### src/hdl/rars_pkg.sv
`timescale 1ns / 1ps
// ----------------------------------------------------------------------------
// rars_pkg
// Shared sizes, codes, types and overlap helpers for the offline rectangle
// add / rectangle sum block.
// ----------------------------------------------------------------------------
package rars_pkg;

  // store sizes and coordinate width
  localparam int MAX_ADDS    = 64;
  localparam int MAX_QUERIES = 64;
  localparam int COORD_BITS  = 20;

  // fixed field widths of the stream words
  localparam int FIELD_W  = 20;
  localparam int WEIGHT_W = 32;
  localparam int QI_W     = 6;
  localparam int TOTAL_W  = 64;
  localparam int IN_DATA_W  = 112;
  localparam int OUT_DATA_W = 72;

  // address and count widths
  localparam int AA_W  = (MAX_ADDS > 1) ? $clog2(MAX_ADDS) : 1;
  localparam int QA_W  = (MAX_QUERIES > 1) ? $clog2(MAX_QUERIES) : 1;
  localparam int ACNT_W = $clog2(MAX_ADDS + 1);
  localparam int QCNT_W = $clog2(MAX_QUERIES + 1);

  // store word widths
  localparam int BND_W   = 2 * COORD_BITS;
  localparam int QWORD_W = 2 * BND_W;
  localparam int AWORD_W = 2 * BND_W + WEIGHT_W;

  // arithmetic widths: overlap, weight*overlap, split point
  localparam int OV_W    = COORD_BITS + 2;
  localparam int P_W     = WEIGHT_W + OV_W;
  localparam int SPLIT   = P_W / 2;
  localparam int PLO_W   = SPLIT + 1 + OV_W;
  localparam int PHI_W   = (P_W - SPLIT) + OV_W;

  typedef enum logic [1:0] {
    FUNC_ADD   = 2'd0,
    FUNC_QUERY = 2'd1,
    FUNC_EMIT  = 2'd2,
    FUNC_NONE  = 2'd3
  } func_t;

  typedef enum logic [2:0] {
    ST_IDLE,
    ST_QREAD,
    ST_ISSUE,
    ST_DRAIN,
    ST_RESULT
  } seq_state_t;

  // one recorded rectangle from the input word
  typedef struct packed {
    logic                  add_we;
    logic                  query_we;
    logic [BND_W-1:0]      xb;
    logic [BND_W-1:0]      yb;
    logic [WEIGHT_W-1:0]   w;
  } rec_t;

  // store read controls from the sequencer
  typedef struct packed {
    logic            q_re;
    logic [QA_W-1:0] q_addr;
    logic            a_re;
    logic [AA_W-1:0] a_addr;
  } rd_ctl_t;

  // datapath controls from the sequencer
  typedef struct packed {
    logic clear;
    logic issue;
  } mac_ctl_t;

  // h(a,b) = max(0, a-b)
  function automatic logic [COORD_BITS-1:0] pos_diff(
    input logic [COORD_BITS-1:0] a,
    input logic [COORD_BITS-1:0] b
  );
    pos_diff = (a > b) ? (a - b) : '0;
  endfunction

  // overlap along one axis of a query and an add, bounds packed lo | hi<<CB
  function automatic logic signed [OV_W-1:0] axis_overlap(
    input logic [BND_W-1:0] qb,
    input logic [BND_W-1:0] ab
  );
    logic [COORD_BITS-1:0] qlo, qhi, alo, ahi;
    logic signed [OV_W-1:0] t0, t1, t2, t3;
    qlo = qb[COORD_BITS-1:0];
    qhi = qb[BND_W-1:COORD_BITS];
    alo = ab[COORD_BITS-1:0];
    ahi = ab[BND_W-1:COORD_BITS];
    t0 = $signed({2'b00, pos_diff(qhi, alo)});
    t1 = $signed({2'b00, pos_diff(qhi, ahi)});
    t2 = $signed({2'b00, pos_diff(qlo, alo)});
    t3 = $signed({2'b00, pos_diff(qlo, ahi)});
    axis_overlap = t0 - t1 - t2 + t3;
  endfunction

endpackage

### src/hdl/rars_seq.sv
`timescale 1ns / 1ps
// ----------------------------------------------------------------------------
// rars_seq
// Answer sequencer: walks queries, streams adds into the datapath and holds
// the output word register.
// ----------------------------------------------------------------------------
module rars_seq (
  input  logic                         clk,
  input  logic                         rst_n,
  input  logic                         emit,
  input  logic [rars_pkg::ACNT_W-1:0]  add_cnt,
  input  logic [rars_pkg::QCNT_W-1:0]  query_cnt,
  input  logic                         dropped,
  input  logic                         mac_busy,
  input  logic [rars_pkg::TOTAL_W-1:0] acc,
  input  logic                         out_ready,
  output logic                         idle,
  output rars_pkg::rd_ctl_t            rd_ctl,
  output rars_pkg::mac_ctl_t           mac_ctl,
  output logic                         out_valid,
  output logic [rars_pkg::QI_W-1:0]    out_index,
  output logic [rars_pkg::TOTAL_W-1:0] out_total,
  output logic                         out_last,
  output logic                         out_ovf
);
  import rars_pkg::*;

  seq_state_t state_r, state_nxt;

  logic [QCNT_W-1:0]  q_idx_r, q_idx_nxt;
  logic [ACNT_W-1:0]  a_idx_r, a_idx_nxt;
  logic               ov_r, ov_nxt;
  logic [QI_W-1:0]    idx_r;
  logic [TOTAL_W-1:0] total_r;
  logic               last_r, ovf_r;
  logic               load;
  logic               q_last, a_last, slot_free;

  assign q_last    = (q_idx_r + 1'b1) == query_cnt;
  assign a_last    = (a_idx_r + 1'b1) == add_cnt;
  assign slot_free = !ov_r || out_ready;

  // next state
  always_comb begin
    state_nxt = state_r;
    case (state_r)
      ST_IDLE: begin
        if (emit && (query_cnt != '0)) state_nxt = ST_QREAD;
      end
      ST_QREAD: begin
        state_nxt = (add_cnt == '0) ? ST_DRAIN : ST_ISSUE;
      end
      ST_ISSUE: begin
        if (a_last) state_nxt = ST_DRAIN;
      end
      ST_DRAIN: begin
        if (!mac_busy) state_nxt = ST_RESULT;
      end
      ST_RESULT: begin
        if (slot_free) state_nxt = q_last ? ST_IDLE : ST_QREAD;
      end
      default: state_nxt = ST_IDLE;
    endcase
  end

  // outputs and counters
  always_comb begin
    idle          = 1'b0;
    rd_ctl.q_re   = 1'b0;
    rd_ctl.q_addr = q_idx_r[QA_W-1:0];
    rd_ctl.a_re   = 1'b0;
    rd_ctl.a_addr = a_idx_r[AA_W-1:0];
    mac_ctl.clear = 1'b0;
    mac_ctl.issue = 1'b0;
    load          = 1'b0;
    q_idx_nxt     = q_idx_r;
    a_idx_nxt     = a_idx_r;
    case (state_r)
      ST_IDLE: begin
        idle      = 1'b1;
        q_idx_nxt = '0;
      end
      ST_QREAD: begin
        rd_ctl.q_re   = 1'b1;
        mac_ctl.clear = 1'b1;
        a_idx_nxt     = '0;
      end
      ST_ISSUE: begin
        rd_ctl.a_re   = 1'b1;
        mac_ctl.issue = 1'b1;
        a_idx_nxt     = a_idx_r + 1'b1;
      end
      ST_DRAIN: begin
      end
      ST_RESULT: begin
        if (slot_free) begin
          load      = 1'b1;
          q_idx_nxt = q_idx_r + 1'b1;
        end
      end
      default: begin
      end
    endcase
  end

  // output word valid
  always_comb begin
    ov_nxt = ov_r;
    if (load)           ov_nxt = 1'b1;
    else if (out_ready) ov_nxt = 1'b0;
  end

  always_ff @(posedge clk) begin
    if (!rst_n) begin
      state_r <= ST_IDLE;
      q_idx_r <= '0;
      a_idx_r <= '0;
      ov_r    <= 1'b0;
    end else begin
      state_r <= state_nxt;
      q_idx_r <= q_idx_nxt;
      a_idx_r <= a_idx_nxt;
      ov_r    <= ov_nxt;
    end
  end

  // output word payload
  always_ff @(posedge clk) begin
    if (load) begin
      idx_r   <= QI_W'(q_idx_r[QA_W-1:0]);
      total_r <= acc;
      last_r  <= q_last;
      ovf_r   <= dropped;
    end
  end

  assign out_valid = ov_r;
  assign out_index = idx_r;
  assign out_total = total_r;
  assign out_last  = last_r;
  assign out_ovf   = ovf_r;

endmodule

### config.mk
export PLATFORM = sky130hd
export DESIGN_NAME = rars_seq
export DESIGN_NICKNAME = d
export VERILOG_FILES = /design/src/hdl/rars_pkg.sv /design/src/hdl/rars_seq.sv
export SDC_FILE = /design/constraint.sdc
export NUM_CORES = 1
export LEC_CHECK = 0
export ABC_AREA = 1
export BUFFER_PORTS_ARGS = -buffer_cell sky130_fd_sc_hd__buf_2
export CAP_MARGIN = 20
export CORE_MARGIN = 4
export CORE_UTILIZATION = 45
export DETAILED_ROUTE_END_ITERATION = 12
export PLACE_DENSITY = 0.8
export SLEW_MARGIN = 15
export SYNTH_ARGS = -nofsm -noshare
export SYNTH_HDL_FRONTEND = slang
export SYNTH_SLANG_ARGS = --single-unit
### constraint.sdc
create_clock -name clk -period 5.9 [get_ports clk]
set_input_delay 0.295 -clock clk [delete_from_list [all_inputs] [get_ports clk]]
set_output_delay 0.295 -clock clk [all_outputs]
set_load 0.02 [all_outputs]
After elaboration in Yosys (flattened, before gate mapping)
Index checks and enable logic that the tools add are counted.

storage, ports and cells
  register bits = 90
  input bits = 84
  output and inout port bits = 90
  logic and storage cells = 48

cells by class
  add/subtract/negate cells = 2
  equality and inequality tests = 10
  multiplexer cells = 17
  reduce and logical (&&, ||, !) cells = 11

operator list
  operator                                        count
  one-hot mux 7 bit (2 select lines)              2
  one-hot mux 3 bit (5 select lines)              1
  adder 7 x 1 -> 7 bit (second input constant)    2
  == test 7 bit                                   2
  2-to-1 mux 3 bit                                4
  2-to-1 mux 1 bit                                9
  != test 2 bit (second input constant)           4
  logical NOT 7 bit                               1
  2-to-1 mux 7 bit                                1
  nonzero test 7 bit                              1
  == test 3 x 2 -> 1 bit (second input constant)  2
  nonzero test 2 bit                              3
  AND reduction 4 bit                             1
  == test 3 x 1 -> 1 bit (second input constant)  1
  == test 3 bit (second input constant)           1
  logical NOT 3 bit                               1
  AND reduction 2 bit                             1
  logical AND 1 bit                               1
  logical NOT 1 bit                               1
  logical OR 1 bit                                1

Depth between registers and ports, before layout
  depth after elaboration = 5
  depth in mapped cells = 14
  mapped depth without buffers = 14

Least setup slack after synthesis
No wires, ideal clock.

  kind = flip-flop to flip-flop
  from = register ov_r, in the netlist out_valid
  to = register q_idx_r[0]
  setup time = 0.121 ns
  arrival = 4.274 ns
  required time = 5.779 ns
  path slack = 1.505 ns
  cell stages (with the launch flop) = 7
  buffers on the path = 0
  period minus slack after synthesis = 4.395 ns
  cell sequence = dfxtp_1 > inv_1 > nor2_1 > nor3_2 > nor2_1 > nor2_1 > nor2_1

between the ends
  word-level cells in the longest chain between the ends = 4

RTL lines
  item                           RTL line         RTL
  start, declared                rars_seq.sv:32   logic ov_r, ov_nxt;
  start signal, assigned         rars_seq.sv:123  ov_r <= ov_nxt;
  logical NOT 1 bit              rars_seq.sv:41   assign slot_free = !ov_r || out_ready;
  logical OR 1 bit               rars_seq.sv:41
  != test 2 bit (no line)        --
  AND reduction 2 bit (no line)  --
  end signal, assigned           rars_seq.sv:121  q_idx_r <= q_idx_nxt;
  end, declared                  rars_seq.sv:30   logic [QCNT_W-1:0] q_idx_r, q_idx_nxt;

Every way passes these cells.
A chain may end at the register's enable or synchronous reset.

==> impl.org <==
** Clock tree
- CTS tree :: built
- Post-cts sizing count :: 0
- Clock latency on the worst-skew pair, taken at its later pin, is around 340 ps.
- The clock passes through at most 2 buffers.
- H-tree level count :: 3
- CTS buffer count :: 9
- In this run the clock root is driven by a sky130_fd_sc_hd__clkbuf_8.
- Clock-pin slew on the worst setup and hold paths :: ~90 ps
- Number of hold buffers added after cts :: 0
- Number of buffers inserted by post-CTS setup repair :: 0
- Clock tree synthesis found a total of 90 sinks.

** Yosys
- Warnings, synthesis :: 0
- The number of nets handed over by synthesis was 391.
- Mean instance size in the synthesized netlist :: around 12 sq um
- Counting flops and latches in the post-synthesis netlist gives 90.
- Post-synth design cell area :: around 3600 sq um
- Synthesis produced 305 cells.
- Sequential cell area fraction in the yosys report :: 70.8%
- Yosys cell types :: 27

** Floorplanning
- In this run the core area contains 32 standard-cell rows.
- For this configuration, the core starts out at a cell density of 46.1%.
- The die is 97.0 um tall.
- Die width :: ~97 um
- The floorplan step defined a die boundary enclosing 9410 sq um.
- Number of ports placed on the die boundary :: about 170
- Placeable core area :: 7730 sq um

** Setup path
- Worst EP arrival :: 1470 ps
- The setup check on the worst reg-to-reg path leaves a slack of roughly 4200 ps.
- The critical path is of the flop to output port type.
- The worst setup path is launched from a flop.
- Worst reg2reg endpoint :: state_r[1]$_SDFFE_PN0P_
- Critical R2R Launch :: a_idx_r[0]$_SDFFE_PN0P_
- Data required time of the critical path :: roughly 5600 ps
- Along the worst path, the maximum fanout reaches 10.
- STA classifies the critical path endpoint as an output port.
- In this run the worst setup path begins at state_r[2]$_SDFFE_PN0P_.
- Worst-case reg-to-reg path depth :: 12

** Power and ir drop
- Static Leak :: ~2 nW
- Power spread over the standard cell area amounts to roughly 280 nW/um^2.
- Overall power consumption after layout is estimated at approximately 1.3 mW.
- Peak supply drop :: between 150 and 200 uV

** STA
- Shortest clock period the worst path allows after layout :: between 1500 and 2000 ps
- Timing would allow up to approximately 570 MHz.
- For the final routed database, the setup TNS stands at 0 ps.
- In the post-route analysis, the smallest setup slack over all paths is just over 4000 ps.
- Fraction of the cycle the final worst path needs :: 29.9%
- Number of failing setup endpoints in the final timing report :: 0
- Fin. Hold Viols :: 0
- Worst rel slew slack :: roughly 66%
- Setup repair after global routing left no endpoint under its margin.
- The final max-slew violation count came to 0.
- Between clock sinks in the finished design, the worst skew comes to 6.39 ps.
- Actual transition at the worst max-transition pin :: between 500 and 600 ps

** Layout
- Antenna diodes :: 0
- The area growth from synthesis to layout is 30.3%.
- # nets final :: ~560
- Cell Count, Final, Fillers Out :: 583
- Post-Route Utilization :: around three fifths
- Share of cells above drive strength 1 :: 42.2%

** Detailed routing
- For this block, the via count after detailed routing is ~2800.
- The pre-antenna-repair detailed-routing pass consisted of 5 iterations.
- Met1 routed wirelength after detailed routing :: between 3000 and 4000 um
- WL/cell :: 14.8 um
- Via density per instance :: ~4.7
- For this block, the routed nets add up to around 8600 um of wire.
- After the first detailed-routing iteration, the DRC count stood at roughly 160.
- In the detailed route, the total length drawn on met3 is 765 um.
- Highest layer used for signal routing :: met4
- Summed over all nets, wire length on met2 after detailed routing comes to ~4300 um.
- DRC errors left :: 0
- Once detail routing completed, the nets flagged for antenna violations numbered 0.

** Global route
- Wire length of the first global-routing pass :: between 10000 and 15000 um
- Gr usage total :: a little under a fifth
- Number of antenna violations at the first check in global routing :: 0
- The number of global-route vias before repair came to between 2000 and 3000.
- Entering global routing, the biggest net connects 43 pins.
- Global routing finished with a remaining overflow of 0.

** Place
- During placement, the flow inserted port buffers numbering around 170.
- Post-Place Worst Slack :: approximately 4200 ps
- In this run, placement finished with an instance count of between 500 and 600.
- Post-detail-place hpwl :: about 6800 um
- GPL Wtd Cong :: about 0.85

** Min path
- The path class of the tightest hold or removal check is primary input to flop.
- Counting instances, the worst hold path has a depth of 1.
- Hold Crit Endpoint :: out_total[45]$_DFFE_PP_
- The startpoint identified for the worst hold timing path is acc[45].

** Run
- Count of max-cap constraint violations :: 0

** Status
- The run finished with clean final reports.
[flip-flops by register name (all words and copies together), names as in the netlist]
register and flops:
a_idx_r 7, out_total 64, out_valid 1, out_index 6
out_last 1, q_idx_r 7, out_ovf 1, state_r 3
[cells in the final DEF (no fill, tap or decap), drive strengths merged]
master	Yosys	layout
edfxtp	72	72
o211ai	1	1
clkinvlp	0	2
nor4	1	1
buf	15	175
nand3b	4	4
xor2	3	3
nand4	2	2
a31oi	1	1
xnor2	1	1
ha	2	2
clkbuf	0	10
clkinv	1	3
a21oi	16	16
nor2	21	21
nand2	78	78
nand3	31	31
o21ai	4	4
nor3	3	3
inv	31	33
dfxtp	18	18
[cells in the mapped netlist]
cell type | instances | share of area (%)
sky130_fd_sc_hd__a31oi_1 | 1 | 0.18
sky130_fd_sc_hd__nor2_2 | 5 | 0.88
sky130_fd_sc_hd__nand2_1 | 77 | 8.1
sky130_fd_sc_hd__nand4_2 | 1 | 0.35
sky130_fd_sc_hd__nor3_2 | 1 | 0.28
sky130_fd_sc_hd__nand4_1 | 1 | 0.18
sky130_fd_sc_hd__o21ai_1 | 1 | 0.14
sky130_fd_sc_hd__inv_1 | 30 | 3.2
sky130_fd_sc_hd__nor2_1 | 16 | 1.7
sky130_fd_sc_hd__nand2_2 | 1 | 0.18
sky130_fd_sc_hd__edfxtp_1 | 72 | 61
sky130_fd_sc_hd__xor2_1 | 3 | 0.74
sky130_fd_sc_hd__xnor2_1 | 1 | 0.25
sky130_fd_sc_hd__nor3_1 | 2 | 0.28
sky130_fd_sc_hd__a21oi_2 | 2 | 0.49
sky130_fd_sc_hd__inv_2 | 1 | 0.11
sky130_fd_sc_hd__buf_4 | 15 | 3.2
sky130_fd_sc_hd__nand3_2 | 2 | 0.56
sky130_fd_sc_hd__nor4_1 | 1 | 0.18
sky130_fd_sc_hd__o21ai_0 | 3 | 0.42
sky130_fd_sc_hd__clkinv_1 | 1 | 0.11
sky130_fd_sc_hd__dfxtp_1 | 18 | 10
sky130_fd_sc_hd__ha_1 | 2 | 0.70
sky130_fd_sc_hd__a21oi_1 | 14 | 2.0
sky130_fd_sc_hd__nand3b_1 | 4 | 0.84
sky130_fd_sc_hd__o211ai_1 | 1 | 0.21
sky130_fd_sc_hd__nand3_1 | 29 | 4.1
[through the flow]
stage	instance area [sq um]	hold slack [ps]
after floorplan	3560	393
after global placement	4470	466
after detailed placement	4470	473
after CTS	4640	96.0
after global routing	4640	88.3
final	4640	116
[worst max-delay path by stage]
stage | end | slack [ps] | cells after the start
final | mac_ctl[0] | 4140 | 4
after global routing | state_r[0]$_SDFFE_PN0P_ | 3870 | 11
after CTS | mac_ctl[0] | 4120 | 4
after detailed placement | q_idx_r[6]$_SDFFE_PN0P_ | 4160 | 7
after global placement | q_idx_r[5]$_SDFFE_PN0P_ | 4210 | 7
after floorplan | q_idx_r[0]$_SDFFE_PN0P_ | 1510 | 6
[cells by family after synthesis]
group / Yosys count / synth area share (%)
simple gates: 140 / 17.6
flops: 90 / 70.8
buf+inv: 47 / 6.53
compound gates: 22 / 3.41
xor+xnor: 4 / 0.983
fa+ha+maj: 2 / 0.702
[worst max-delay path, cell delays in order (launching register included)]
cell	delay, ps
sky130_fd_sc_hd__dfxtp_1	420
sky130_fd_sc_hd__nor2_1	90
sky130_fd_sc_hd__nand2_1	90
sky130_fd_sc_hd__clkinv_1	260
sky130_fd_sc_hd__buf_2	260
[power breakdown]
group          internal [mW]  leakage [nW]  switching, mW  total (mW)
Combinational         0.0738          1.14          0.146       0.220
Sequential             0.711         0.795         0.0160       0.727
Clock                  0.158        0.0835          0.213       0.370
Total                  0.942          2.02          0.375        1.32
[layer usage]
layer / GRT usage [%] / up-vias
met3: 5.98 / 8
met4: 4.21 / 0
met5: 0 / -
met2: 31.6 / 129
li1: - / 1366
met1: 21.4 / 1263
[final cells by class]
cell class,count,area (sq um)
Fill cell,647,3080
Tap cell,102,128
Sequential cell,90,2520
Inverter,32,120
Clock buffer,10,128
Multi-Input combinational cell,168,815
Clock inverter,6,50.0
Timing Repair Buffer,175,881
Power figures use the tool's default switching activity.
